## config.mk

```make
export PLATFORM = sky130hd
export DESIGN_NAME = ccs_ram
export DESIGN_NICKNAME = d
export VERILOG_FILES = /design/src/sv/ccs_ram.sv
export SDC_FILE = /design/constraint.sdc
export NUM_CORES = 1
export LEC_CHECK = 0
export ABC_AREA = 1
export BUFFER_PORTS_ARGS = -buffer_cell sky130_fd_sc_hd__buf_2
export CAP_MARGIN = 20
export CELL_PAD_IN_SITES_DETAIL_PLACEMENT = 1
export CELL_PAD_IN_SITES_GLOBAL_PLACEMENT = 2
export CORE_ASPECT_RATIO = 1.25
export CORE_MARGIN = 4
export CORE_UTILIZATION = 25
export DETAILED_ROUTE_END_ITERATION = 6
export PLACE_DENSITY = 0.59
export SYNTH_ARGS = -nofsm -noshare
export SYNTH_HDL_FRONTEND = slang
export SYNTH_SLANG_ARGS = --single-unit
```

## constraint.sdc

```tcl
create_clock -name clk -period 3.5 [get_ports clk]
set_clock_uncertainty 0.2 [all_clocks]
set_input_delay 0.175 -clock clk [delete_from_list [all_inputs] [get_ports clk]]
set_output_delay 0.175 -clock clk [all_outputs]
set_load 0.02 [all_outputs]
```

## src/sv/ccs_ram.sv

```systemverilog
`default_nettype none

module ccs_ram #(
    parameter int WIDTH = 8,
    parameter int DEPTH = 16
) (
    input  wire logic                                       clk,
    input  wire logic                                       we,
    input  wire logic [((DEPTH > 1) ? $clog2(DEPTH) : 1)-1:0] waddr,
    input  wire logic [WIDTH-1:0]                           wdata,
    input  wire logic [((DEPTH > 1) ? $clog2(DEPTH) : 1)-1:0] raddr,
    output logic      [WIDTH-1:0]                           rdata
);

    logic [WIDTH-1:0] mem [DEPTH];

    // one write port, one registered read port
    always_ff @(posedge clk)
    begin
        if (we)
        begin
            mem[waddr] <= wdata;
        end
        rdata <= mem[raddr];
    end

endmodule

`default_nettype wire

```

# Word-level counts from Yosys, hierarchy flattened
# Memories as Yosys holds them, arrays and structs flattened. A register that Yosys moved wholly into a read port is not among the register bits.
# Cells that the tools add are included.
totals:
  reg_bits: 0
  memories: 1
  ramBits: 128
  word_cells: 3
  input_bits: 18
  out_inout_bits: 8
mem_list:
  columns: ["name", "depth", "width", "rd", "rd_ports_with_merged_regs", "wr", "line", "text"]
  rows:
  - ["mem", 16, 8, 1, 1, 1, "15", "logic [WIDTH-1:0] mem [DEPTH];"]
op_classes:
  n_mux: 2
op_table:
  columns: ["op", "count"]
  rows:
  - ["1-bit 2-to-1 mux", 2]

# Depth between registers and ports, before layout
depth:
  ltp_word: 2
  depth_mapped: 8
  depth_no_buf: 7

# Worst setup path before layout
# No wires, ideal clock.
synth_path:
  kind: "input to register"
  startpoint: "input port waddr[2] (netlist name)"
  endpoint: "memory mem[10][0] (enable)"
  t_required_ns: 2.930
  arrival_ns: 0.756
  path_buffers: 0
  cell_stages: 2
  path_slack_ns: 2.174
  setup_time_ns: 0.370
  cell_sequence: "nand3b_1 -> nor2_1"
synth_lines:
  columns: ["element", "line", "text"]
  rows:
  - ["start: declaration", "9", "input wire logic [((DEPTH > 1) ? $clog2(DEPTH) : 1)-1:0] waddr,"]
  - ["end: declaration", "15", null]
# Straight into the memory's write port.

# Final worst setup path
layout_path:
  startpoint: "input port waddr[2] (netlist name)"
  endpoint: "memory mem[9][2] (enable)"
# Straight into the memory's write port.

==> impl_metrics.csv <==
group,metric,value,unit
routing,vias,3770,
sta,hold_slack,-0.00823,ns
power_and_ir_drop,p_total,3.83,mW
flow_run,cap_violations,0,
sta,relSlewSlack,28.2,%
yosys,seq_area_frac_synth,69.4,%
critical_path,crit_fanout,8,
yosys,synth_seq_cells,136,
final_layout,final_area,6760,sq um
floorplan,rows,61,
floorplan,dieArea,25600,sq um
yosys,ys_types,12,
routing,drtPass1Iterations,4,
clocking,numCtsBuffers,17,
floorplan,io_pins,26,
global_route,grt_max_degree,65,
sta,min_period_over_period,44.6,%
hold_path,hold_class,"in2reg",
critical_path,worstPathArrival,1.38,ns
critical_path,path_class,"in2reg",
global_route,grt_use_met3,1.99,%
critical_path,worstReg2RegStart,"mem[5][5]$_DFFE_PP_",
final_layout,final_cell_mix,"173 x nand2_1, 128 x edfxtp_1, 100 x inv_1",
power_and_ir_drop,vdd.ir_drop.worst,279,uV
routing,drt_wl_total,16.0,mm
global_route,grt_pass1_vias,3987,
sta,tightest_slew,1.07,ns
critical_path,end_kind,"flop",
final_layout,area_delta_synth_final,17.3,%
yosys,synthMuxAreaShare,0,%
clocking,cts_setup_buffers,0,
placed_design,dp_slack,1.43,ns
critical_path,reg2reg_to,"rdata[5]$_DFF_P_",
yosys,avgSynthCellArea,10.5,sq um
sta,finalHoldViolCount,6,
global_route,grt.total_usage,13.2,%
clocking,cts_htree_levels,4,
yosys,synthCells,551,
floorplan,fp.dieW,144,um
sta,fin_setup_tns,0,ns
clocking,cts_sinks,136,
yosys,synth_area,5770,sq um
sta,setup_viol,0,
final_layout,drive_gt1_share,10.3,%
yosys,synth_top_family_by_area,"simple AND/OR/NAND/NOR gates",
global_route,overflow,0,
sta,rsz0062_at_grt,"false",
global_route,grt_pass1_wl,24.4,mm
sta,finalMaxSlewViolations,0,
global_route,grtUsageMet1,15.5,%
critical_path,reg2reg_slack,2.22,ns
outcome,status,"finished, violations left",
critical_path,endpoint,"mem[9][2]$_DFFE_PP_",
final_layout,finalCoreUtilization,30.0,%
placed_design,dp_hpwl,9.87,mm
yosys,synthAdderAreaFrac,0,%
critical_path,crit_start,"waddr[2]",
critical_path,reg2reg_depth,6,
placed_design,io_buffers,25,
routing,antenna_left,0,
yosys,synth-simple-area-share,21.0,%
floorplan,die_h,178,um
global_route,met2_usage,24.3,%
final_layout,diodes,0,
sta,fmax,0.641,GHz
sta,setup_ws,1.94,ns
yosys,synth_xor_area_share,0,%
yosys,synth_nets,569,
outcome,violations,"hold timing",
floorplan,start_util,25.6,%
final_layout,nets,599,
clocking,path_clk_slew,0.06,ns
clocking,clockRootBuffer,"clkbuf_16",
yosys,synth_compound_area_share,0,%
routing,drt_iter0_markers,207,
routing,post_drt_wl_per_cell,18.2,um
power_and_ir_drop,power_leakage,2.84,nW
floorplan,fp.coreArea,22500,sq um
placed_design,place_area,6110,sq um
global_route,top_usage_layer,"met2",
clocking,cts_max_path_buffers,2,
routing,viasPerCell,4.30,
global_route,antenna_found_initial,0,
power_and_ir_drop,power.density,567,nW/um^2
critical_path,startpoint_type,"input port",
routing,drc,0,
final_layout,final_common_cell,"nand2_1",
clocking,clkLatencyLatePin,0.42,ns
placed_design,gp_congestion,0.751,
critical_path,cp_data_required_time,3.32,ns
yosys,synth-warning-count,0,
sta,period_minus_slack,1.56,ns
clocking,cts_tree,"yes",
==> cells in the mapped netlist (all sizes together) <==
| cell | count | area share, % |
|---|---|---|
| nor2 | 17 | 1.1 |
| dfxtp | 8 | 2.8 |
| nand3b | 2 | 0.26 |
| edfxtp | 128 | 67 |
| nand2 | 173 | 11 |
| inv | 102 | 6.6 |
| nand3 | 97 | 8.4 |
| buf | 24 | 2.9 |
==> critical path, stage by stage <==
cell and delay, ns:
buf_2 0.12, nand3b_1 0.23, nor2_1 0.85
==> cell type report <==
class	count	area (sq um)
multi-input cells	289	1210
clock inverters	15	153
clock buffers	17	425
fillers	2505	15800
inverters	102	383
repair buffers	35	231
flip-flops and latches	136	4000
well taps	283	354
==> repair_timing <==
action | 4_1_cts | 5_1_grt
setup endpoints to repair | 0 | 0
hold buffers | 6 | 0
endpoints found under the hold margin | 72 | 0
resized for setup | 0 | 0
==> state kept, by name, indices dropped and copies added (netlist names) <==
| name | count |
|---|---|
| rdata | 8 |
| mem | 128 |
==> report_power, final <==
| group | switching [mW] | internal [mW] | leakage [nW] | total (mW) |
|---|---|---|---|---|
| Clock | 0.711 | 1.05 | 0.275 | 1.76 |
| Sequential | 0.0102 | 1.82 | 1.22 | 1.83 |
| Combinational | 0.177 | 0.0645 | 1.34 | 0.242 |
| Total | 0.898 | 2.93 | 2.84 | 3.83 |
==> worst min-delay path by stage <==
stage / cells after the start / startpoint / endpoint
4_1_cts: 1 / wdata[0] / mem[6][0]$_DFFE_PP_
3_3_place_gp: 3 / raddr[3] / rdata[5]$_DFF_P_
6_report: 1 / wdata[3] / mem[3][3]$_DFFE_PP_
3_5_place_dp: 3 / raddr[3] / rdata[0]$_DFF_P_
5_1_grt: 1 / wdata[3] / mem[3][3]$_DFFE_PP_
2_1_floorplan: 0 / wdata[0] / mem[0][0]$_DFFE_PP_
==> cell families (layout without fill, tap and decap cells) <==
logic type / after synthesis / in the layout
AND/OR/NAND/NOR: 289 / 289
flip-flops: 136 / 136
buffers and inverters: 126 / 169
==> per-stage QoR <==
step                hold WS [ns]  cells
finish                  -0.00823    877
global placement           0.383    838
global route              0.0100    877
CTS                      0.00474    876
detailed placement         0.392    838
floorplan                 0.0739    551
==> per-layer routing <==
metal / routed length (um) / part of all wire (%)
met2: 8760 / 55
met5: 0 / 0
met1: 6820 / 43
met4: 248 / 1.5
met3: 177 / 1.1
Power figures use the tool's default switching activity.
